[src/rtl/tcce_pkg.sv]
// Shared types and constants for the text console character engine.
// No dependencies; imported by tcce_ctrl, tcce_dp and the top level.
`timescale 1ns / 1ps

package tcce_pkg;

   localparam int MAX_COLS   = 80;
   localparam int MAX_ROWS   = 25;
   localparam int NCELLS     = MAX_COLS * MAX_ROWS;
   localparam int ADDR_W     = $clog2(NCELLS);
   localparam int LIN_W      = ADDR_W + 1;
   localparam int COL_W      = 7;
   localparam int ROW_W      = 5;
   localparam int CNT_W      = 16;
   localparam int REQ_DATA_W = 24;
   localparam int RSP_DATA_W = 56;
   localparam int CSR_IDX_W  = 2;
   localparam int CSR_DATA_W = 8;

   localparam logic [1:0] REQ_PUT   = 2'd0;
   localparam logic [1:0] REQ_CLEAR = 2'd1;
   localparam logic [1:0] REQ_READ  = 2'd2;

   localparam logic [CSR_IDX_W-1:0] CSR_COLUMNS = 2'd0;
   localparam logic [CSR_IDX_W-1:0] CSR_ROWS    = 2'd1;
   localparam logic [CSR_IDX_W-1:0] CSR_COLOUR  = 2'd2;
   localparam logic [CSR_IDX_W-1:0] CSR_CURSOR  = 2'd3;

   localparam logic [7:0] CH_NUL   = 8'h00;
   localparam logic [7:0] CH_BS    = 8'h08;
   localparam logic [7:0] CH_TAB   = 8'h09;
   localparam logic [7:0] CH_LF    = 8'h0A;
   localparam logic [7:0] CH_CR    = 8'h0D;
   localparam logic [7:0] CH_SPACE = 8'h20;

   localparam logic [7:0] RESET_ATTR = 8'h07;
   localparam logic [6:0] RESET_COLS = 7'd80;
   localparam logic [4:0] RESET_ROWS = 5'd25;

   typedef enum logic [3:0] {
      DP_NOP,
      DP_ACCEPT,
      DP_NEWLINE,
      DP_SCR_START,
      DP_SCR_RD,
      DP_SCR_WR,
      DP_BLANK,
      DP_SCR_END,
      DP_PUT,
      DP_BS,
      DP_CLR,
      DP_CLR_END,
      DP_INIT,
      DP_READ,
      DP_EMIT
   } dp_op_type;

   typedef struct packed {
      dp_op_type op;
   } dp_cmd_type;

   typedef struct packed {
      logic [1:0] req_type;
      logic       at_wrap;
      logic       last_row;
      logic       is_lf;
      logic       is_skip;
      logic       is_bs;
      logic       at_home;
      logic       copy_last;
      logic       blank_last;
      logic       store_last;
      logic       out_free;
      logic       tab_more;
   } dp_stat_type;

endpackage

[src/rtl/tcce_ctrl.sv]
// Sequencer for the console engine: request dispatch, scroll and clear walks.
// Depends on tcce_pkg; drives tcce_dp through command/status structs.
`timescale 1ns / 1ps

module tcce_ctrl (
   input  logic                 clock,
   input  logic                 reset,
   input  logic                 req_tvalid,
   output logic                 req_tready,
   input  tcce_pkg::dp_stat_type stat,
   output tcce_pkg::dp_cmd_type  cmd
);
   import tcce_pkg::*;

   typedef enum logic [12:0] {
      S_INIT     = 13'b0000000000001,
      S_IDLE     = 13'b0000000000010,
      S_DISPATCH = 13'b0000000000100,
      S_WRAP     = 13'b0000000001000,
      S_CHAR     = 13'b0000000010000,
      S_SCR_RD   = 13'b0000000100000,
      S_SCR_WR   = 13'b0000001000000,
      S_SCR_BLK  = 13'b0000010000000,
      S_SCR_END  = 13'b0000100000000,
      S_CLR      = 13'b0001000000000,
      S_CLR_END  = 13'b0010000000000,
      S_READ     = 13'b0100000000000,
      S_EMIT     = 13'b1000000000000
   } state_type;

   state_type state_ff, state_in;
   logic      ret_emit_ff, ret_emit_in;

   assign req_tready = (state_ff == S_IDLE);

   always_comb begin
      state_in    = state_ff;
      ret_emit_in = ret_emit_ff;
      cmd.op      = DP_NOP;
      case (state_ff)
         S_INIT: begin
            cmd.op = DP_INIT;
            if (stat.store_last) state_in = S_IDLE;
         end
         S_IDLE: begin
            if (req_tvalid) begin
               cmd.op   = DP_ACCEPT;
               state_in = S_DISPATCH;
            end
         end
         S_DISPATCH: begin
            case (stat.req_type)
               REQ_PUT:   state_in = S_WRAP;
               REQ_CLEAR: state_in = S_CLR;
               REQ_READ:  state_in = S_READ;
               default:   state_in = S_EMIT;
            endcase
         end
         S_WRAP: begin
            state_in = S_CHAR;
            if (stat.at_wrap) begin
               if (stat.last_row) begin
                  cmd.op      = DP_SCR_START;
                  ret_emit_in = 1'b0;
                  state_in    = S_SCR_RD;
               end else begin
                  cmd.op = DP_NEWLINE;
               end
            end
         end
         S_CHAR: begin
            state_in = S_EMIT;
            if (stat.is_lf) begin
               if (stat.last_row) begin
                  cmd.op      = DP_SCR_START;
                  ret_emit_in = 1'b1;
                  state_in    = S_SCR_RD;
               end else begin
                  cmd.op = DP_NEWLINE;
               end
            end else if (stat.is_skip) begin
               cmd.op = DP_NOP;
            end else if (stat.is_bs) begin
               if (!stat.at_home) cmd.op = DP_BS;
            end else begin
               cmd.op = DP_PUT;
            end
         end
         S_SCR_RD: begin
            cmd.op   = DP_SCR_RD;
            state_in = S_SCR_WR;
         end
         S_SCR_WR: begin
            cmd.op   = DP_SCR_WR;
            state_in = stat.copy_last ? S_SCR_BLK : S_SCR_RD;
         end
         S_SCR_BLK: begin
            cmd.op = DP_BLANK;
            if (stat.blank_last) state_in = S_SCR_END;
         end
         S_SCR_END: begin
            cmd.op   = DP_SCR_END;
            state_in = ret_emit_ff ? S_EMIT : S_CHAR;
         end
         S_CLR: begin
            cmd.op = DP_CLR;
            if (stat.store_last) state_in = S_CLR_END;
         end
         S_CLR_END: begin
            cmd.op   = DP_CLR_END;
            state_in = S_EMIT;
         end
         S_READ: begin
            cmd.op   = DP_READ;
            state_in = S_EMIT;
         end
         S_EMIT: begin
            if (stat.out_free) begin
               cmd.op   = DP_EMIT;
               state_in = stat.tab_more ? S_WRAP : S_IDLE;
            end
         end
         default: state_in = S_INIT;
      endcase
   end

   always_ff @(posedge clock) begin
      if (reset) begin
         state_ff    <= S_INIT;
         ret_emit_ff <= 1'b0;
      end else begin
         state_ff    <= state_in;
         ret_emit_ff <= ret_emit_in;
      end
   end

endmodule

[config.mk]
export PLATFORM = sky130hd
export DESIGN_NAME = tcce_ctrl
export DESIGN_NICKNAME = d
export VERILOG_FILES = /design/src/rtl/tcce_pkg.sv /design/src/rtl/tcce_ctrl.sv
export SDC_FILE = /design/constraint.sdc
export NUM_CORES = 1
export LEC_CHECK = 0
export ABC_CLOCK_PERIOD_IN_PS = 6100
export BUFFER_PORTS_ARGS = -buffer_cell sky130_fd_sc_hd__buf_4
export CORE_MARGIN = 8
export CORE_UTILIZATION = 45
export DETAILED_ROUTE_END_ITERATION = 12
export GPL_ROUTABILITY_DRIVEN = 0
export HOLD_SLACK_MARGIN = 0.05
export MAX_ROUTING_LAYER = met4
export PLACE_DENSITY = 0.77
export RECOVER_POWER = 25
export SLEW_MARGIN = 5
export SYNTH_ARGS = -nofsm -noshare
export SYNTH_HDL_FRONTEND = slang
export SYNTH_SLANG_ARGS = --single-unit
[constraint.sdc]
create_clock -name clock -period 6.1 [get_ports clock]
set_clock_uncertainty 0.2 [all_clocks]
set_input_delay 0.61 -clock clock [delete_from_list [all_inputs] [get_ports clock]]
set_output_delay 0.61 -clock clock [all_outputs]
set_load 0.01 [all_outputs]
# After elaboration in Yosys (flattened, before gate mapping)
# Cells that the tools add are included.
# W data, S select, Z words.
[totals] reg_bits=14 out_inout_bits=5 in_bits=16
[op_classes] n_mux=28 n_reduce_logical=5 eq_ne=24
[ops] operator="$pmux W13 S12" n=1
[ops] operator="$mux W13" n=8
[ops] operator="$pmux W4 S12" n=1
[ops] operator="$pmux W13 S3" n=1
[ops] operator="$mux W4" n=6
[ops] operator="$ne A2 B2 Y1 const B" n=9
[ops] operator="$eq A13 B1 Y1 const B" n=1
[ops] operator="$eq A13 B10 Y1 const B" n=1
[ops] operator="$eq A13 B11 Y1 const B" n=1
[ops] operator="$eq A13 B12 Y1 const B" n=1
[ops] operator="$eq A13 B13 Y1 const B" n=1
[ops] operator="$eq A13 B2 Y1 const B" n=1
[ops] operator="$eq A13 B3 Y1 const B" n=1
[ops] operator="$eq A13 B4 Y1 const B" n=1
[ops] operator="$eq A13 B5 Y1 const B" n=1
[ops] operator="$eq A13 B6 Y1 const B" n=1
[ops] operator="$eq A13 B7 Y1 const B" n=1
[ops] operator="$eq A13 B8 Y1 const B" n=1
[ops] operator="$eq A13 B9 Y1 const B" n=1
[ops] operator="$mux W6" n=2
[ops] operator="$reduce_and A5 Y1" n=2
[ops] operator="$mux W8" n=1
[ops] operator="$mux W1" n=6
[ops] operator="$eq A2 B1 Y1 const B" n=1
[ops] operator="6 further kinds" n=6

# Depth between registers and ports, before layout
# Gate-level depths: netlist of the first run.
[logic_depth] depth_word=5 ltp_mapped=6 ltp_nobuf=5

# Worst setup path before layout of the first run
# No wires, ideal clock.
[synth_timing] path_type="reg-to-output" startpoint="register state_ff[4]" endpoint="output port cmd[0] (netlist name)" required_ns=5.290 path_buffers=1 arrival_time_ns=1.960 path_slack_ns=3.330 stages_incl_launch_ff=7 path_cell_list="dfxtp_1 > or4_1 > buf_6 > nor4_1 > nand2_1 > nand4b_1 > a311o_1"
[synth_rtl] element="from (decl)" line_no="tcce_ctrl.sv:31" text="state_type state_ff, state_in;"
[synth_rtl] element="from (signal assigned)" line_no="tcce_ctrl.sv:132" text="state_ff <= state_in;"
[synth_rtl] element="to (decl)" line_no="tcce_ctrl.sv:11" text="output tcce_pkg::dp_cmd_type cmd"

==> results of run 1 <==
[state kept, by name, indices dropped and copies added, names as in the netlist]
register,flops
state_ff,13
ret_emit_ff,1
[Yosys cell counts (3+ instances only)]
cell type,count
sky130_fd_sc_hd__a21oi_1,6
sky130_fd_sc_hd__nand2_1,12
sky130_fd_sc_hd__or4b_1,3
sky130_fd_sc_hd__inv_1,3
sky130_fd_sc_hd__nor4_1,8
sky130_fd_sc_hd__buf_6,3
sky130_fd_sc_hd__nor4b_1,4
sky130_fd_sc_hd__nor2_1,12
sky130_fd_sc_hd__o21ai_0,3
sky130_fd_sc_hd__or4_1,3
sky130_fd_sc_hd__nand3_1,4
sky130_fd_sc_hd__nand4_1,4
sky130_fd_sc_hd__or4_4,5
sky130_fd_sc_hd__dfxtp_1,14
sky130_fd_sc_hd__nor3_1,7
sky130_fd_sc_hd__xor2_1,3
[layout make-up]
type	instances	area, um2	area share (%)
sequential	14	280	21.3
inverter	3	11.3	0.857
timing repair buffer	20	150	11.4
tap	30	37.5	2.86
clock buffer	3	22.5	1.71
multi-input combinational	118	812	61.8
[through the flow]
stage | utilization, % | hold slack (ps) | area (um2)
global route | 53.0 | 318 | 1310
finish | 53.0 | 311 | 1310
floorplan | - | 263 | 1170
detailed placement | 52.7 | 306 | 1310
CTS | 53.6 | 311 | 1330
global placement | 52.7 | 292 | 1310
[path summary, 6_finish.rpt]
path	end
hold / removal	state_ff[11]
hold reg to reg	ret_emit_ff
setup / recovery	cmd[0]
setup reg to reg	state_ff[12]
[cell families after synthesis]
group | after synthesis | share of synthesized area [%]
AOI/OAI and AO/OA | 26 | 18.3
and+or+nand+nor | 87 | 48.5
DFF | 14 | 23.9
buffers and inverters | 10 | 5.66
xor gates and xnor gates | 5 | 3.74
[routing by layer]
| metal | vias up | routed length (um) | global-route usage [%] | part of all wire (%) |
|---|---|---|---|---|
| li1 | 596 | - | - | - |
| met1 | 591 | 1330 | 19.7 | 39 |
| met2 | 73 | 1630 | 26.5 | 48 |
| met3 | 25 | 296 | 2.52 | 8.7 |
| met4 | 0 | 144 | 8.88 | 4.2 |
| met5 | - | 0 | - | 0 |
[power groups by stage]
stage | Sequential [mW] | Clock (mW) | Combinational [mW]
floorplan | 0.109 | 0 | 0.128
global placement | 0.116 | 0 | 0.169
detailed placement | 0.117 | 0 | 0.170
CTS | 0.115 | 0.0535 | 0.171
global route | 0.118 | 0.0562 | 0.184
finish | 0.116 | 0.0530 | 0.168
==> metrics.cfg, run 1 <==
[yosys]
synth-edff-count = 0
ys_async_sr_fraction_pct = 0
post_synth_main_area_contributors = sky130_fd_sc_hd__dfxtp_1 24%, sky130_fd_sc_hd__or4_4 4.8%, sky130_fd_sc_hd__nor4_1 4.3%
synth.cell_area_um2 = 1170
dominantRegCellSynth = sky130_fd_sc_hd__dfxtp_1
syn_area_per_cell_um2 = 8.26
syn_nets = 158
yosys.area.top_type_share_pct = 23.9
seq_cells_post_synth = 14
post_synth_num_cell_types = 54
ys_seq_area_share_pct = 23.9
synthDominantAreaCellType = sky130_fd_sc_hd__dfxtp_1
netlist_instances = 142
synth-warning-count = 0

[power_and_ir_drop]
power.static_leakage_nw = 0.482
worst_ir_drop_vdd_mv = 0.201
power_frac_clock_pct = 15.8
power_switching_share_pct = 41.1
seq_power_share_pct = 34.4
switching_power_mw = 0.138
power_frac_comb_pct = 49.8
pwr_density_cell_nw_per_um2 = 256
post-layout-total-power_mw = 0.337
p_int_mw = 0.198

[route]
finalWirelength_um = 3400
dr.pass1.iters = 5
detailedRoute.firstIterationViolations = 94
drc_errors = 0
vias_per_cell = 6.84
vias = 1285
wl_per_cell_um = 18.1
ant_nets = 0

[final_layout]
final_common_cell = sky130_fd_sc_hd__buf_4
finalNonFillerCells = 188
nets = 176
fillCellCount = 248
proportion_of_layout_cells_with_a_drive_suffix_above_1_pct = 25.9
num_antenna_cells = 0
layout.cells.most_common_list = 20 x sky130_fd_sc_hd__buf_4, 14 x sky130_fd_sc_hd__dfxtp_1, 12 x sky130_fd_sc_hd__nor2_1, 12 x sky130_fd_sc_hd__nand2_1, 8 x sky130_fd_sc_hd__nor4_1
flow.area_growth_from_synthesis_pct = 12.1

[setup_path]
total_stage_count_of_the_critical_path = 6
timing.reg2reg.setup_slack_ps = 3350
max_stage_delay_ps = 650
critical_path.n_buffers_inverters = 1
worst_r2r_path_depth = 5
cp_data_required_time_ps = 5290
worst-endpoint-arrival_ps = 2540
cp_max_fo = 8
cp-startpoint = state_ff[10]
crit_chain = nor3_1 > nand3_2 > or4_4 > nand4b_1 > a311o_1 > buf_4
critical_path.endpoint_type = output port
cpMaxStageDelayCell = sky130_fd_sc_hd__nor3_1
timing.critical_path.from_type = flip-flop
crit_type = flip-flop to output port
path_delay_family = simple AND/OR/NAND/NOR gates
regToRegStartpoint = state_ff[5]

[grt]
global_route_wire_length_before_repair_um = 5690
grt.total_usage_pct = 16.7
first_global_vias = 1231
initial_antenna_violation_count = 0
grt_start_max_net_pins = 13
grt_remaining_overflow = 0

[sta]
post-route-min-period_ps = 3350
fmax_mhz = 298
finalSetupViolations = 0
finalSetupTns_ps = 0
timing.final.crit_share_pct = 54.9
slew_headroom_pct = 49.3
timing.final.ws_setup_ps = 2750
unrepaired_setup_endpoints_after_global_routing = no
timing_hold_violations_final = 0
slew_violations = 0
max_slew.worst_pin.slew_ps = 753

[job]
cap_violations = 0

[clock_network]
tritoncts = done
cts_buffers = 3
worstSkewPairLatency_ps = 280
cts.sinks = 14
clk_root_buffer_cell = sky130_fd_sc_hd__clkbuf_4
cts.path.max_buffers = 2
htreeDepth = 1
clkTransAtPathRegs_ps = 80
post-cts-setup-buffers = 0
cts_hold_buffers = 0
ctsResizeCount = 0

[die]
dieArea_um2 = 4490
placeableCoreArea_um2 = 2480
floorplan.die.width_um = 67.0
die_h_um = 67.0
num_rows = 18
io-pin-count = 21
initial_utilization_pct = 47.3

[place]
detailedPlace.worstSlack_ps = 3110
hpwlAfterDp_um = 2650
portBuffers = 20
placed_cells = 185

[hold_path]
worstHoldPathType = input port to flip-flop
min_delay_path_depth = 2
timing.hold.worst.start = stat[11]

[status]
outcome = finished, final reports clean

No activity file was read; power rests on OpenSTA's default activity.
==> run 2, diff against run 1 <==
- ABC_CLOCK_PERIOD_IN_PS: 6100 -> 3000
- PLACE_DENSITY: 0.77 -> 0.79
- clock period: 6.1 -> 3 ns (I/O delays scaled with it)
==> metrics.cfg, run 2 (synthesized netlist as in run 1, its figures left out) <==
[status]
outcome = finished, final reports clean

[route]
vias = 1292  ; +0.54%
finalWirelength_um = 3580  ; +5.3%
detailedRoute.firstIterationViolations = 101  ; +7.4%
wl_per_cell_um = 18.5  ; +2.6%
drc_errors = 0  ; unchanged
dr.pass1.iters = 4  ; -1
vias_per_cell = 6.69  ; -2.1%
ant_nets = 0  ; unchanged

[final_layout]
layout.cells.most_common_list = 23 x sky130_fd_sc_hd__buf_4, 14 x sky130_fd_sc_hd__dfxtp_1, 12 x sky130_fd_sc_hd__nor2_1, 12 x sky130_fd_sc_hd__nand2_1
final_common_cell = sky130_fd_sc_hd__buf_4
num_antenna_cells = 0  ; unchanged
fillCellCount = 237  ; -4.4%
area.sequential_um2 = 280  ; unchanged
multi_input_comb_area_um2 = 835  ; +2.8%
nets = 180  ; +2.3%
proportion_of_layout_cells_with_a_drive_suffix_above_1_pct = 29.4  ; +3.5 points
largest_register_ffs = 13  ; unchanged
layout_top_registers = state_ff (13), ret_emit_ff (1)
finalNonFillerCells = 193  ; +2.7%
flow.area_growth_from_synthesis_pct = 17.9
largest_register = state_ff

[setup_path]
path_delay_family = simple AND/OR/NAND/NOR gates
timing.critical_path.from_type = flip-flop
worst-endpoint-arrival_ps = 2380  ; -160 ps
crit_chain = or3_2 > or4_1 > nor3_2 > a311o_1 > buf_4
total_stage_count_of_the_critical_path = 5  ; -1
crit_type = flip-flop to output port
critical_path.n_buffers_inverters = 1  ; unchanged
cp_data_required_time_ps = 2500  ; -2790 ps
cpMaxStageDelayCell = sky130_fd_sc_hd__or4_1
timing.reg2reg.setup_slack_ps = 330  ; -3020 ps
max_stage_delay_ps = 640  ; about the same
worst_r2r_path_depth = 5  ; unchanged
cp_max_fo = 8  ; unchanged
critical_path.endpoint_type = output port

[clock_network]
tritoncts = done
post-cts-setup-buffers = 0  ; unchanged
worstSkewPairLatency_ps = 300  ; +20 ps
htreeDepth = 1  ; unchanged
cts_buffers = 3  ; unchanged
clkTransAtPathRegs_ps = 100  ; +20 ps
cts.path.max_buffers = 2  ; unchanged
cts.sinks = 14  ; unchanged
clk_root_buffer_cell = sky130_fd_sc_hd__clkbuf_4

[grt]
grt.total_usage_pct = 16.7  ; +0.035 points
grt_start_max_net_pins = 13  ; unchanged
global_route_wire_length_before_repair_um = 5600  ; -1.5%
first_global_vias = 1245  ; +1.1%
initial_antenna_violation_count = 0  ; unchanged
grt_remaining_overflow = 0  ; unchanged

[sta]
timing_hold_violations_final = 0  ; unchanged
finalSetupViolations = 0  ; unchanged
timing.final.crit_share_pct = 95.9
slew_headroom_pct = 63.4  ; +14 points
max_slew.worst_pin.slew_ps = 546  ; -208 ps
slew_violations = 0  ; unchanged
unrepaired_setup_endpoints_after_global_routing = no
fmax_mhz = 347
timing.final.ws_setup_ps = 122  ; -2630 ps
post-route-min-period_ps = 2880
finalSetupTns_ps = 0  ; unchanged

[place]
portBuffers = 20  ; unchanged
detailedPlace.worstSlack_ps = 408  ; -2700 ps
hpwlAfterDp_um = 2700  ; +1.8%
placed_cells = 188  ; +1.6%

[die]
num_rows = 18  ; unchanged
io-pin-count = 21  ; unchanged
placeableCoreArea_um2 = 2480  ; unchanged
floorplan.die.width_um = 67.0  ; unchanged
die_h_um = 67.0  ; unchanged
dieArea_um2 = 4490  ; unchanged
initial_utilization_pct = 47.3  ; unchanged

[job]
cap_violations = 0  ; unchanged

[power_and_ir_drop]
pwr_density_cell_nw_per_um2 = 551  ; +120%
power.static_leakage_nw = 0.513  ; +6.5%
worst_ir_drop_vdd_mv = 0.343  ; +71%

[hold_path]
min_delay_path_depth = 2  ; unchanged
worstHoldPathType = input port to flip-flop

run 2: metal layers:
layer,share of wire (%),up-vias,GRT usage [%],wire length (um)
li1,-,600,-,-
met1,38,602,18.1,1350
met2,51,73,28.7,1840
met3,8.0,17,3.19,288
met4,2.8,0,7.83,99
met5,0,-,-,0
run 2: worst paths after layout:
| path | from | endpoint |
|---|---|---|
| max reg2reg | state_ff[5] | state_ff[10] |
| min reg2reg | ret_emit_ff | ret_emit_ff |
| min | reset | state_ff[12] |
| max | state_ff[10] | cmd[0] |
run 2: worst register-to-register path, stage by stage (launching register included):
cell,delay [ps]
sky130_fd_sc_hd__dfxtp_1,390
sky130_fd_sc_hd__or4_1,670
sky130_fd_sc_hd__or4_4,450
sky130_fd_sc_hd__a21oi_1,450
sky130_fd_sc_hd__nor3_2,150
sky130_fd_sc_hd__and4_1,250
run 2: layout make-up:
type | instances | area share [%]
clock buffer | 4 | 2.62
inverter | 3 | 0.814
multi-input combinational | 118 | 60.4
sequential | 14 | 20.3
tap | 30 | 2.71
timing repair buffer | 24 | 13.2
run 2: where the power goes:
part / internal (mW) / leakage [nW] / switching (mW)
registers: 0.202 / 0.113 / 0.0359
logic: 0.174 / 0.379 / 0.203
clock network: 0.0740 / 0.0210 / 0.0730
total: 0.450 / 0.513 / 0.312
run 2: timing repair:
action | CTS | global route
hold buffers | 1 | 0
resized for setup | 0 | 4
hold endpoints to repair | 1 | 0
endpoints found under the setup margin | 0 | 2
run 2: metrics by stage:
| stage | total power, mW | hold WS (ps) | utilization [%] | cell area [um2] |
|---|---|---|---|---|
| after floorplan | 0.481 | 176 | - | 1170 |
| after global placement | 0.595 | 293 | 53.6 | 1330 |
| after detailed placement | 0.599 | 304 | 53.6 | 1330 |
| after CTS | 0.746 | 67.2 | 55.5 | 1370 |
| after global routing | 0.805 | 54.1 | 55.8 | 1380 |
| final | 0.762 | 63.4 | 55.8 | 1380 |
